--- config.mk ---
export PLATFORM = sky130hd
export DESIGN_NAME = i2c_master_byte_engine_core
export DESIGN_NICKNAME = d
export VERILOG_FILES = /design/src/rtl/i2cmbe_pkg.sv /design/src/rtl/i2cmbe_step.sv /design/src/rtl/i2c_master_byte_engine_core.sv
export SDC_FILE = /design/constraint.sdc
export NUM_CORES = 1
export LEC_CHECK = 0
export ABC_AREA = 1
export BUFFER_PORTS_ARGS = -buffer_cell sky130_fd_sc_hd__buf_2
export CAP_MARGIN = 40
export CORE_ASPECT_RATIO = 0.5
export CORE_MARGIN = 1.5
export CORE_UTILIZATION = 35
export CTS_BUF_LIST = sky130_fd_sc_hd__clkbuf_8
export DETAILED_ROUTE_END_ITERATION = 12
export PLACE_DENSITY_LB_ADDON = 0.1
export SYNTH_ARGS = -nofsm -noshare
export SYNTH_HDL_FRONTEND = slang
export SYNTH_HIERARCHICAL = 1
export SYNTH_SLANG_ARGS = --single-unit
--- constraint.sdc ---
create_clock -name clk -period 4.7 [get_ports clk]
set_input_delay 0.47 -clock clk [delete_from_list [all_inputs] [get_ports clk]]
set_output_delay 0.47 -clock clk [all_outputs]
set_load 0.01 [all_outputs]
--- src/rtl/i2cmbe_pkg.sv ---
// Package for the I2C master byte engine: payload structs, command and
// sequencer phase codes, sequencer state record and delay load helper.
// No dependencies.
package i2cmbe_pkg;

  localparam int DELAY_BITS = 16;
  localparam int CFG_BITS   = 16;
  localparam logic [CFG_BITS-1:0] HALF_PERIOD_RESET = 16'd10;
  localparam logic [3:0] BITS_PER_BYTE = 4'd8;

  typedef enum logic [1:0] {
    ACT_START = 2'd0,
    ACT_STOP  = 2'd1,
    ACT_WRITE = 2'd2,
    ACT_READ  = 2'd3
  } action_t;

  typedef enum logic [3:0] {
    PH_IDLE = 4'd0,
    PH_ST1  = 4'd1,
    PH_ST2  = 4'd2,
    PH_SP1  = 4'd3,
    PH_SP2  = 4'd4,
    PH_SP3  = 4'd5,
    PH_WD   = 4'd6,
    PH_WH   = 4'd7,
    PH_WA   = 4'd8,
    PH_WAH  = 4'd9,
    PH_RL   = 4'd10,
    PH_RH   = 4'd11,
    PH_RA   = 4'd12,
    PH_RAH  = 4'd13
  } phase_t;

  typedef struct packed {
    logic       cmd_valid;
    logic [1:0] action;
    logic [7:0] tx_byte;
    logic       ack_on_read;
    logic       sda_in;
  } in_item_t;

  typedef struct packed {
    logic       scl_pull_low;
    logic       sda_pull_low;
    logic       busy_res;
    logic       done_res;
    logic       ack_received;
    logic [7:0] rx_byte;
  } out_item_t;

  typedef struct packed {
    phase_t                phase;
    logic [3:0]            bit_count;
    logic [7:0]            shift_reg;
    logic [DELAY_BITS-1:0] delay_count;
    logic                  ack_flag;
    logic                  scl_low;
    logic                  sda_low;
    logic                  ack_choice;
    logic [7:0]            rx_hold;
  } seq_state_t;

  // Delay reload: zero acts as one, saturate to the counter range.
  function automatic logic [DELAY_BITS-1:0] delay_load(input logic [CFG_BITS-1:0] h);
    logic [31:0] h32;
    logic [31:0] max32;
    h32   = 32'(h);
    max32 = 32'((64'd1 << DELAY_BITS) - 64'd1);
    if (h32 == 32'd0) begin
      h32 = 32'd1;
    end
    if (h32 > max32) begin
      h32 = max32;
    end
    return h32[DELAY_BITS-1:0];
  endfunction

endpackage

--- src/rtl/i2cmbe_step.sv ---
// Next-state logic of the I2C byte sequencer for one system tick.
// Depends on i2cmbe_pkg.
module i2cmbe_step (
  input  i2cmbe_pkg::seq_state_t cur,
  input  i2cmbe_pkg::in_item_t   item,
  input  logic [i2cmbe_pkg::CFG_BITS-1:0] half_period,
  output i2cmbe_pkg::seq_state_t nxt,
  output logic                   done
);
  import i2cmbe_pkg::*;

  logic [DELAY_BITS-1:0] ld;
  logic [DELAY_BITS-1:0] dc;
  logic [3:0]            bc;

  assign ld = delay_load(half_period);
  assign dc = cur.delay_count - DELAY_BITS'(cur.delay_count != '0);
  assign bc = cur.bit_count + 4'd1;

  always_comb begin
    nxt  = cur;
    done = 1'b0;
    if (cur.phase == PH_IDLE) begin
      if (item.cmd_valid) begin
        nxt.bit_count   = 4'd0;
        nxt.delay_count = ld;
        unique case (action_t'(item.action))
          ACT_START: begin
            nxt.sda_low = 1'b0;
            nxt.scl_low = 1'b0;
            nxt.phase   = PH_ST1;
          end
          ACT_STOP: begin
            nxt.sda_low = 1'b1;
            nxt.phase   = PH_SP1;
          end
          ACT_WRITE: begin
            nxt.sda_low   = ~item.tx_byte[7];
            nxt.shift_reg = {item.tx_byte[6:0], 1'b0};
            nxt.phase     = PH_WD;
          end
          default: begin
            nxt.shift_reg  = 8'd0;
            nxt.ack_choice = item.ack_on_read;
            nxt.sda_low    = 1'b0;
            nxt.phase      = PH_RL;
          end
        endcase
      end
    end else begin
      nxt.delay_count = dc;
      if (dc == '0) begin
        nxt.delay_count = ld;
        unique case (cur.phase)
          PH_ST1: begin nxt.sda_low = 1'b1; nxt.phase = PH_ST2; end
          PH_ST2: begin nxt.scl_low = 1'b1; done = 1'b1; end
          PH_SP1: begin nxt.scl_low = 1'b0; nxt.phase = PH_SP2; end
          PH_SP2: begin nxt.sda_low = 1'b0; nxt.phase = PH_SP3; end
          PH_SP3: done = 1'b1;
          PH_WD:  begin nxt.scl_low = 1'b0; nxt.phase = PH_WH; end
          PH_WH: begin
            nxt.scl_low   = 1'b1;
            nxt.bit_count = bc;
            if (bc < BITS_PER_BYTE) begin
              nxt.sda_low   = ~cur.shift_reg[7];
              nxt.shift_reg = {cur.shift_reg[6:0], 1'b0};
              nxt.phase     = PH_WD;
            end else begin
              nxt.sda_low = 1'b0;
              nxt.phase   = PH_WA;
            end
          end
          PH_WA:  begin nxt.scl_low = 1'b0; nxt.phase = PH_WAH; end
          PH_WAH: begin
            nxt.ack_flag = ~item.sda_in;
            nxt.scl_low  = 1'b1;
            done         = 1'b1;
          end
          PH_RL:  begin nxt.scl_low = 1'b0; nxt.phase = PH_RH; end
          PH_RH: begin
            nxt.shift_reg = {cur.shift_reg[6:0], item.sda_in};
            nxt.scl_low   = 1'b1;
            nxt.bit_count = bc;
            if (bc < BITS_PER_BYTE) begin
              nxt.phase = PH_RL;
            end else begin
              nxt.sda_low = cur.ack_choice;
              nxt.phase   = PH_RA;
            end
          end
          PH_RA:  begin nxt.scl_low = 1'b0; nxt.phase = PH_RAH; end
          PH_RAH: begin
            nxt.scl_low = 1'b1;
            nxt.sda_low = 1'b0;
            nxt.rx_hold = cur.shift_reg;
            done        = 1'b1;
          end
          default: done = 1'b1;
        endcase
        if (done) begin
          nxt.phase       = PH_IDLE;
          nxt.delay_count = '0;
        end
      end
    end
  end

endmodule

--- src/rtl/i2c_master_byte_engine_core.sv ---
// Top level of the I2C master byte engine: sequencer state register,
// result register and configuration register. Depends on i2cmbe_pkg and i2cmbe_step.
//
// Each transfer on the input channel is one system tick of the bus sequencer
// and produces exactly one transfer on the output channel carrying the line
// drive, busy, done, last ACK and last read byte after that tick. The block
// takes one input transfer per cycle: the sequencer state and the result
// register both update in the accepting cycle, and in_ready stays high as
// long as the result register is empty or being drained in the same cycle.
// A back-pressured output holds in_ready low until its result is taken. The
// half period register sets how many ticks (not cycles) each bus delay lasts;
// a value of zero acts as one. Write it only while no command is running.
module i2c_master_byte_engine_core (
  input  logic                              clk,
  input  logic                              rst,
  input  logic                              in_valid,
  output logic                              in_ready,
  input  i2cmbe_pkg::in_item_t              in_data,
  output logic                              out_valid,
  input  logic                              out_ready,
  output i2cmbe_pkg::out_item_t             out_data,
  input  logic                              cfg_we,
  input  logic [i2cmbe_pkg::CFG_BITS-1:0]   cfg_data
);
  import i2cmbe_pkg::*;

  logic [CFG_BITS-1:0] half_period;
  seq_state_t          state;
  seq_state_t          state_next;
  logic                step_done;
  logic                accept;

  // Accept when the result slot is free or is emptied this cycle.
  assign in_ready = ~out_valid | out_ready;
  assign accept   = in_valid & in_ready;

  i2cmbe_step u_step (
    .cur         (state),
    .item        (in_data),
    .half_period (half_period),
    .nxt         (state_next),
    .done        (step_done)
  );

  // Hold the half period until rewritten.
  always_ff @(posedge clk) begin
    if (rst) begin
      half_period <= HALF_PERIOD_RESET;
    end else if (cfg_we) begin
      half_period <= cfg_data;
    end
  end

  // Advance the sequencer by one tick per accepted transfer.
  always_ff @(posedge clk) begin
    if (rst) begin
      state.phase       <= PH_IDLE;
      state.bit_count   <= 4'd0;
      state.shift_reg   <= 8'd0;
      state.delay_count <= '0;
      state.ack_flag    <= 1'b0;
      state.scl_low     <= 1'b0;
      state.sda_low     <= 1'b0;
      state.ack_choice  <= 1'b0;
      state.rx_hold     <= 8'd0;
    end else if (accept) begin
      state <= state_next;
    end
  end

  // Result register: valid flag is control, payload needs no reset.
  always_ff @(posedge clk) begin
    if (rst) begin
      out_valid <= 1'b0;
    end else if (accept) begin
      out_valid <= 1'b1;
    end else if (out_ready) begin
      out_valid <= 1'b0;
    end
  end

  always_ff @(posedge clk) begin
    if (accept) begin
      out_data.scl_pull_low <= state_next.scl_low;
      out_data.sda_pull_low <= state_next.sda_low;
      out_data.busy_res     <= (state_next.phase != PH_IDLE);
      out_data.done_res     <= step_done;
      out_data.ack_received <= state_next.ack_flag;
      out_data.rx_byte      <= state_next.rx_hold;
    end
  end

endmodule
## Yosys cells after proc, flatten, opt, wreduce, memory -nomap -nowiden

Cells that the tools add are included.

| operators by class | value |
|---|---|
| order comparisons | 2 |
| bitwise operators | 8 |
| reduce and logical (&&, ||, !) cells | 20 |
| $add $sub $neg | 2 |
| equal/unequal tests | 17 |
| mux-type cells | 33 |

Operators with widths:

| cell | number |
|---|---|
| $mux W32 | 2 |
| $mux W16 | 3 |
| $pmux W4 S9 | 1 |
| $mux W35 | 1 |
| $logic_not A16 Y1 | 2 |
| $mux W8 | 4 |
| $eq A4 B4 Y1 const B | 6 |
| $pmux W12 S2 | 1 |
| $gt A16 B16 Y1 const B | 1 |
| $pmux W8 S2 | 1 |
| $reduce_bool A16 Y1 | 1 |
| $sub A16 B1 Y16 | 1 |
| $eq A4 B3 Y1 const B | 3 |
| $pmux W4 S3 | 1 |
| $mux W1 | 11 |
| $reduce_or A5 Y1 | 2 |
| $reduce_or A9 Y1 | 1 |
| $eq A4 B2 Y1 const B | 2 |
| $mux W4 | 2 |
| $reduce_and A4 Y1 | 2 |
| $mux W3 | 2 |
| $not A1 Y1 | 6 |
| $reduce_and A6 Y1 | 1 |
| $reduce_or A2 Y1 | 3 |
| other kinds (19) | 22 |

| word-level totals | value |
|---|---|
| output and inout bits | 15 |
| bits of input ports | 34 |
| bits in registers | 74 |
| word-level logic and storage cells | 99 |

## Longest topological paths before layout

Gate-level depths: netlist of run 1.

| logic depth | value |
|---|---|
| depth after elaboration | 9 |
| gate-level depth with buffers | 24 |
| depth with buffers taken out | 23 |

## Modules after synthesis

Netlist of run 1, hierarchy kept.

By module, submodules not included:

| module | cells each | area each (um^2) | instances | seq. area each (um^2) |
|---|---|---|---|---|
| i2c_master_byte_engine_core | 377 | 2982.9 | 1 | 1611.5 |
| i2cmbe_step | 590 | 2802.7 | 1 | 0.0 |

## Worst setup path after synthesis of run 1

No wires, ideal clock.

| timing | value |
|---|---|
| path type | reg2reg |
| start | register state[20] in the netlist's numbering |
| end | register out_data[10] in the netlist's numbering (data pin) |
| path buffers | 1 |
| period minus slack after synthesis | 2769 ps |
| arrival | 2506 ps |
| setup time | 263 ps |
| cell stages (with the launch flop) | 20 |
| path slack | 1931 ps |
| data required time | 4437 ps |
| cells stage by stage | dfxtp_1 nor2_1 nand2_1 nor2_2 nand3_1 ha_1 ha_1 nand2_1 inv_2 nand3_1 nand2_1 nor2_1 nand2_1 nor2_2 nand3_4 buf_6 nand2_1 o211ai_2 inv_1 nand4_1 |

RTL lines:

| what | line | text |
|---|---|---|
| from (decl) | i2c_master_byte_engine_core.sv:28 | `seq_state_t state;` |
| from (signal assigned) | i2c_master_byte_engine_core.sv:67 | `state <= state_next;` |
| to (decl) | i2c_master_byte_engine_core.sv:21 | `output i2cmbe_pkg::out_item_t out_data,` |

==> flow_summary_export.csv, run 1 <==
group,metric,value,unit
finish,fin_nets,1030,
clocking,cts_tree,"yes",
min_path,hold_start,"rst",
sta,hold_violations,0,
critical_path,crit_path_frequent_cell,"nand2_1",
critical_path,r2r_end,"state[1]",
min_path,hold_depth,2,
critical_path,cp-end-kind,"register",
logic_synthesis,synth.largest_area_cell,"dfxtp_1",
clocking,cts_hold_buffers,0,
logic_synthesis,ys_top_cells_by_area,"dfxtp_1 21%, nand2_1 19%, nand3_1 9.9%",
sta,fmax,263,MHz
finish,num_antenna_cells,0,
placed_design,place_area,6080,um^2
global_routing,grt_pass1_wl,29000,um
clocking,cts.sinks,74,
sta,rsz0062_at_grt,"false",
power_and_ir_drop,p_leak,3.01,nW
critical_path,cp.arrival,4110,ps
clocking,cts_buffer_depth,2,
power_and_ir_drop,internal_power,1.11,mW
global_routing,grt_max_degree,53,
die,start_util,36.7,%
global_routing,track_usage,21.5,%
route,ant_nets,0,
run,max_cap_viol_count,0,
critical_path,startpoint,"state[20]",
logic_synthesis,synth_cell_type_count,38,
critical_path,critPathLaunchType,"register",
finish,fill_cells,1774,
die,core-area,15800,um^2
global_routing,grt_pass1_vias,5498,
placed_design,numPortBuffers,48,
route,wl_per_cell,14.6,um
clocking,postCtsSetupRepairBufs,0,
finish,drive_above_1_share,11.5,%
critical_path,cpPeakStageDelay,490,ps
finish,register_area,1610,um^2
route,drtIter0Drc,330,
critical_path,slowest_stage,"nor2_2",
finish,area_growth,8.09,%
critical_path,path_max_fanout,27,
power_and_ir_drop,p_switching,0.802,mW
sta,period_minus_slack,3800,ps
clocking,numCtsBuffers,9,
sta,max_slew.worst_pin.slew,955,ps
die,die_w,185,um
placed_design,gp_congestion,0.907,
route,via_count,6128,
logic_synthesis,ys_seq_area_share,27.9,%
min_path,hold_path_end,"out_valid",
route,post-route-drc-count,0,
power_and_ir_drop,vdd_drop_max,0.132,mV
finish,final_area,6250,um^2
critical_path,cp.required,5010,ps
sta,min_period_over_period,80.8,%
critical_path,crit_chain,"nor2_1, nand2_1, nor2_2, nand3_1, ha_1, ha_1, nand2_1, inv_2, nand3_1, nand2_1, nor2_1, nand2_1, nor2_2, nand3_4, inv_2, nand2_1, nand2_1, inv_1, nand3_1, nand2_1, nor2_1",
logic_synthesis,syn_area_per_cell,5.98,um^2
critical_path,r2r_slack,900,ps
power_and_ir_drop,comb_power_share,35.7,%
sta,tns,0,ps
clocking,ctsResizeCount,0,
critical_path,rr_worst_depth,21,
placed_design,dp_hpwl,12500,um
sta,fin_worst_skew,15.5,ps
logic_synthesis,yosys_most_used_dff,"dfxtp_1",
die,die_area,17400,um^2
sta,slew_violations,0,
route,drtPass1Iterations,5,
logic_synthesis,yosysWarningCount,6,
logic_synthesis,synth.cell_area,5790,um^2
finish,multiInputGateArea,3420,um^2
power_and_ir_drop,p_per_area,306,nW/um^2
die,row_count,32,
critical_path,path_class,"reg -> reg",
logic_synthesis,synth.top_cell.area_share,21.1,%
clocking,cts.htree.levels,3,
logic_synthesis,synth_cells,967,
route,wl,17800,um
logic_synthesis,synth-edff-count,13,
die,die_y,93.9,um
clocking,clk_latency,380,ps
power_and_ir_drop,p_sw_share,41.9,%
logic_synthesis,synth_seq_cells,74,
min_path,hold_class,"in -> reg",
status,status,"finished clean",
sta,holdWs,256,ps
die,ios,49,
logic_synthesis,synth_async_sr_flop_share,0,%
clocking,clk_pin_slew,90,ps
logic_synthesis,synth.net_count,1010,
route,via_per_inst,5.05,
power_and_ir_drop,clkPwrFrac,24.4,%
clocking,root_buffer,"clkbuf_8",
critical_path,r2r_start,"state[20]",
global_routing,antenna_found_initial,0,
sta,relSlewSlack,36.1,%
global_routing,overflow,0,
sta,setup_viol,0,
power_and_ir_drop,pwr-share-seq,39.9,%
## final cells by class
type,count,share of cell area (%)
inverter,120,7.20
tap,221,4.42
sequential,74,25.8
multi-input combinational,726,54.7
clock buffer,9,1.98
timing repair buffer,56,5.20
clock inverter,7,0.740
## power groups by stage
| stage | registers, mW | logic (mW) | clock network, mW |
|---|---|---|---|
| finish | 0.764 | 0.682 | 0.467 |
| global route | 0.773 | 0.767 | 0.515 |
| CTS | 0.764 | 0.676 | 0.490 |
| detailed placement | 0.778 | 0.673 | 0 |
| global placement | 0.778 | 0.674 | 0 |
| floorplan | 0.761 | 0.513 | 0 |
## sequential cells by signal, summed over array words and instances (netlist names)
name         cells
state           44
half_period     16
out_data        13
out_valid        1
## worst max-delay path: cells and delay by family, from the launching register on
family	cells	cell delay, ps
DFF	1	370
and+or+nand+nor	16	2350
adders and majority gates	2	590
buffers and inverters	3	380
## layout by cell type, fill, tap and decap left out, types with 5 or more instances in the layout
master,instances
nand2_1,295
nor2_1,130
nand3_1,115
inv_1,110
dfxtp_1,61
a21oi_1,49
buf_2,48
o21ai_0,31
o211ai_1,16
a22oi_1,15
edfxtp_1,13
nor2_2,11
inv_2,10
nand4_1,10
clkbuf_8,9
ha_1,9
nand2_2,7
nor2_4,7
buf_4,6
a221oi_1,5
## kinds of logic after synthesis
group | synth area share [%]
AO/OA/AOI/OAI | 13.1
buffers and inverters | 13.0
AND/OR/NAND/NOR | 44.0
flip-flops | 27.9
adder cells (fa/ha/maj) | 1.95
## metal layers
layer	up-vias	GRT usage, %	share of wire [%]
li1	3145	-	-
met1	2846	30.4	52
met2	121	33.6	43
met3	16	4.15	3.5
met4	0	4.61	1.5
met5	-	0	0
## worst max-delay path by stage
stage,endpoint,slack [ps]
2_1_floorplan,out_data[10],1930
3_3_place_gp,state[41],990
3_5_place_dp,state[11],920
4_1_cts,state[1],880
5_1_grt,state[2],420
6_report,state[1],900
## Yosys cell counts (2+ instances only)
master / count
nor2_2: 11
nor2_1: 130
nand3_1: 115
nor3_1: 4
a221oi_1: 5
o21ai_1: 2
ha_1: 9
o21ai_0: 31
o211ai_1: 16
nor2_4: 7
a21oi_1: 49
clkbuf_1: 9
inv_2: 10
buf_6: 9
nand4_1: 10
nand2_2: 7
a32oi_1: 3
edfxtp_1: 13
nand2_1: 295
dfxtp_1: 61
a22oi_1: 15
inv_1: 110
buf_4: 10
nor4_1: 4
o211ai_2: 2
buf_2: 18
## through the flow
| stage | util [%] | instances | setup slack [ps] | power, mW |
|---|---|---|---|---|
| 2_1_floorplan | - | 967 | 1930 | 1.27 |
| 3_3_place_gp | 38.3 | 1195 | 986 | 1.45 |
| 3_5_place_dp | 38.6 | 1197 | 917 | 1.45 |
| 4_1_cts | 39.6 | 1213 | 878 | 1.93 |
| 5_1_grt | 39.6 | 1213 | 417 | 2.05 |
| 6_report | 39.6 | 1213 | 905 | 1.91 |
Power figures use the tool's default switching activity.
==> run 2, diff against run 1 <==
--- a/config.mk
+++ b/config.mk
@@ -5,7 +5,7 @@
 export SDC_FILE = /design/constraint.sdc
 export NUM_CORES = 1
 export LEC_CHECK = 0
-export ABC_AREA = 1
+export ABC_AREA = 0
 export BUFFER_PORTS_ARGS = -buffer_cell sky130_fd_sc_hd__buf_2
 export CAP_MARGIN = 40
 export CORE_ASPECT_RATIO = 0.5
==> constraint.sdc (replaced) <==
create_clock -name clk -period 3.58 [get_ports clk]
set_input_delay 0.358 -clock clk [delete_from_list [all_inputs] [get_ports clk]]
set_output_delay 0.358 -clock clk [all_outputs]
set_load 0.01 [all_outputs]
==> run 2 against run 1 <==
Critical path depth is 6 lower. Critical endpoint is now state[3]. First-iteration DRC count is 4.8% lower. Power is 54% higher. Clock power is 56% higher. Highest routed layer unchanged. Register-to-register slack worse by 820 ps. Count of clock-buffer cells in the layout stayed put.
==> flow_summary_export.csv, run 2 <==
group,metric,value,unit
clocking,cts.sinks,74,
critical_path,cpPeakStageDelay,370,ps
logic_synthesis,synth_simple_gate_area_share,20.7,%
critical_path,cp-end-kind,"register",
global_routing,grt_max_degree,53,
sta,setup_viol,0,
finish,instances_no_fill,844,
logic_synthesis,synth-compound-area-share,30.2,%
run,max_cap_viol_count,0,
placed_design,place_ws,-112,ps
logic_synthesis,synth_seq_cells,74,
clocking,cts_buffer_depth,2,
clocking,cts.htree.levels,3,
critical_path,path_class,"reg -> reg",
logic_synthesis,synth-edff-count,13,
route,via_count,4662,
finish,area_growth,22.6,%
die,ios,49,
sta,relSlewSlack,51.1,%
critical_path,r2r_slack,90,ps
global_routing,grt_pass1_vias,4343,
sta,rsz0062_at_grt,"true",
min_path,hold_start,"cfg_data[1]",
clocking,cts_hold_buffers,0,
sta,max_slew.worst_pin.slew,725,ps
logic_synthesis,synthXorXnorAreaFrac,1.03,%
sta,fmax,287,MHz
finish,biggestRegsByFlops,"state x44, half_period x16, out_data x13",
critical_path,critPathLaunchType,"register",
placed_design,dp_hpwl,10200,um
sta,holdWs,200,ps
logic_synthesis,synth_cells,579,
min_path,hold_depth,2,
power_and_ir_drop,p_per_area,471,nW/um^2
route,via_per_inst,5.52,
critical_path,crit_path_frequent_cell,"a22oi_2",
route,wl,14700,um
critical_path,r2r_end,"state[3]",
logic_synthesis,yosysWarningCount,6,
die,die_y,88.3,um
die,start_util,36.7,%
global_routing,antenna_found_initial,0,
clocking,clk_latency,370,ps
sta,min_period_over_period,97.5,%
global_routing,overflow,0,
finish,layout_commonest_cell,"dfxtp_1",
min_path,hold_path_end,"half_period[1]",
global_routing,grt_pass1_wl,23900,um
placed_design,gp_congestion,0.900,
logic_synthesis,synth.top_cell.area_share,24.0,%
finish,num_antenna_cells,0,
logic_synthesis,synth_cell_type_count,65,
clocking,cts_tree,"yes",
critical_path,crit_chain,"nor4_2, buf_4, nand4_1, ha_2, ha_4, nor3b_4, a22oi_2, o31ai_2, a22oi_2, nand4_2, or3_4, buf_12, mux2_4, nand3_1, a21oi_2",
finish,largest_reg_flops,44,
critical_path,rr_worst_depth,15,
logic_synthesis,synth.cell_area,5100,um^2
clocking,root_buffer,"clkbuf_8",
logic_synthesis,yosysMostFrequentCell,"dfxtp_1",
sta,worst_slack,89.6,ps
route,drtPass1Iterations,4,
route,ant_nets,0,
critical_path,cp.arrival,3720,ps
critical_path,r2r_start,"state[17]",
sta,slew_violations,0,
logic_synthesis,ys_top_cells_by_area,"dfxtp_1 24%, a21bo_1 8.4%, edfxtp_1 7.7%",
critical_path,cp.required,3810,ps
logic_synthesis,ys_seq_area_share,31.6,%
critical_path,cp_num_buf_inv,2,
die,die_w,174,um
logic_synthesis,synth_mux_area_share,8.08,%
logic_synthesis,yosys_most_used_dff,"dfxtp_1",
route,wl_per_cell,17.4,um
power_and_ir_drop,vdd_drop_max,0.174,mV
placed_design,numPortBuffers,48,
placed_design,place_inst,821,
die,row_count,30,
die,core-area,13900,um^2
finish,drive_above_1_share,33.9,%
route,drtIter0Drc,314,
power_and_ir_drop,p_leak,2.38,nW
finish,layout_common_cells,"58 x dfxtp_1, 50 x buf_4, 48 x buf_2",
clocking,clk_pin_slew,90,ps
finish,fin_nets,690,
global_routing,track_usage,19.9,%
critical_path,slowest_stage,"or3_4",
route,post-route-drc-count,0,
sta,period_minus_slack,3490,ps
logic_synthesis,synth_async_sr_flop_share,0,%
clocking,numCtsBuffers,9,
sta,hold_violations,0,
logic_synthesis,synth_adder_area_share,2.21,%
min_path,hold_class,"in -> reg",
logic_synthesis,yosys-top-cells-count,"61 x dfxtp_1, 50 x nand3_1, 45 x nor2_1",
logic_synthesis,synth.largest_area_cell,"dfxtp_1",
logic_synthesis,synth_top_family_by_area,"compound AO/OA/AOI/OAI gates",
logic_synthesis,synth.net_count,622,
status,status,"finished clean",
critical_path,path_max_fanout,8,
finish,regMostFlops,"state",
die,die_area,15300,um^2
sta,fin_worst_skew,11.8,ps
logic_synthesis,syn_area_per_cell,8.80,um^2
critical_path,cp_top_family,"simple AND/OR/NAND/NOR gates",
[run 2: worst max path at each step]
| stage | end | cells after the start | from | slack, ps |
|---|---|---|---|---|
| finish | state[3] | 15 | state[17] | 90 |
| floorplan | out_data[10] | 13 | state[19] | 10 |
| CTS | out_data[10] | 14 | state[21] | 20 |
| global placement | state[37] | 16 | state[19] | -8 |
| detailed placement | out_data[10] | 14 | state[18] | -110 |
| global route | out_data[10] | 13 | state[19] | -100 |
[run 2: cells by family (layout without fill, tap and decap cells)]
family,count (synthesis),count (layout)
buffers and inverters,60,133
DFF,74,74
muxes,37,37
and+or+nand+nor,199,199
xor gates and xnor gates,6,6
adders and majority gates,9,9
AOI/OAI and AO/OA,194,194
[run 2: where the power goes]
group	switching (mW)	internal, mW	leakage [nW]
registers	0.0469	0.894	0.629
clock network	0.390	0.337	0.100
logic	0.700	0.575	1.65
total	1.14	1.81	2.38
[run 2: worst register-to-register path, cell delays in order, from the launching register on]
cell and delay (ps):
dfxtp_1 340, nor4_2 300, buf_4 170, nand4_1 120, ha_2 250, ha_4 170, nor3b_4 160, a22oi_2 300
o31ai_2 110, a22oi_2 300, nand4_2 180, or3_4 370, buf_12 160, mux2_4 300, nand3_1 80, a21oi_2 60
[run 2: layer usage]
| metal | global-route usage, % | vias to the layer above | share of wire, % |
|---|---|---|---|
| met5 | 0 | - | 0 |
| met4 | 5.56 | 0 | 1.5 |
| met3 | 3.65 | 17 | 4.4 |
| met2 | 31.7 | 116 | 44 |
| met1 | 27.9 | 2249 | 51 |
| li1 | - | 2280 | - |
[run 2: layout make-up]
cell class | instances | area, um^2
Inverter | 12 | 45.0
Timing Repair Buffer | 105 | 721
Multi-Input combinational cell | 445 | 3420
Clock buffer | 9 | 124
Sequential cell | 74 | 1620
Fill cell | 1386 | 7640
Clock inverter | 7 | 85.1
Tap cell | 192 | 240
[run 2: repair_timing]
item,in CTS,in global routing
setup endpoints to repair,11,51
pin swaps,5,16
resized for setup,6,42
hold endpoints to repair,0,0
buffers inserted,5,3
[run 2: metrics by stage]
step	TNS, ps	power, mW	instance area (um^2)	util (%)
floorplan	0	1.66	5140	-
global placement	-10.8	2.04	5750	41.4
detailed placement	-250	2.03	5750	41.4
CTS	0	2.80	6030	43.4
global route	-884	3.13	6250	45.0
finish	0	2.94	6250	45.0
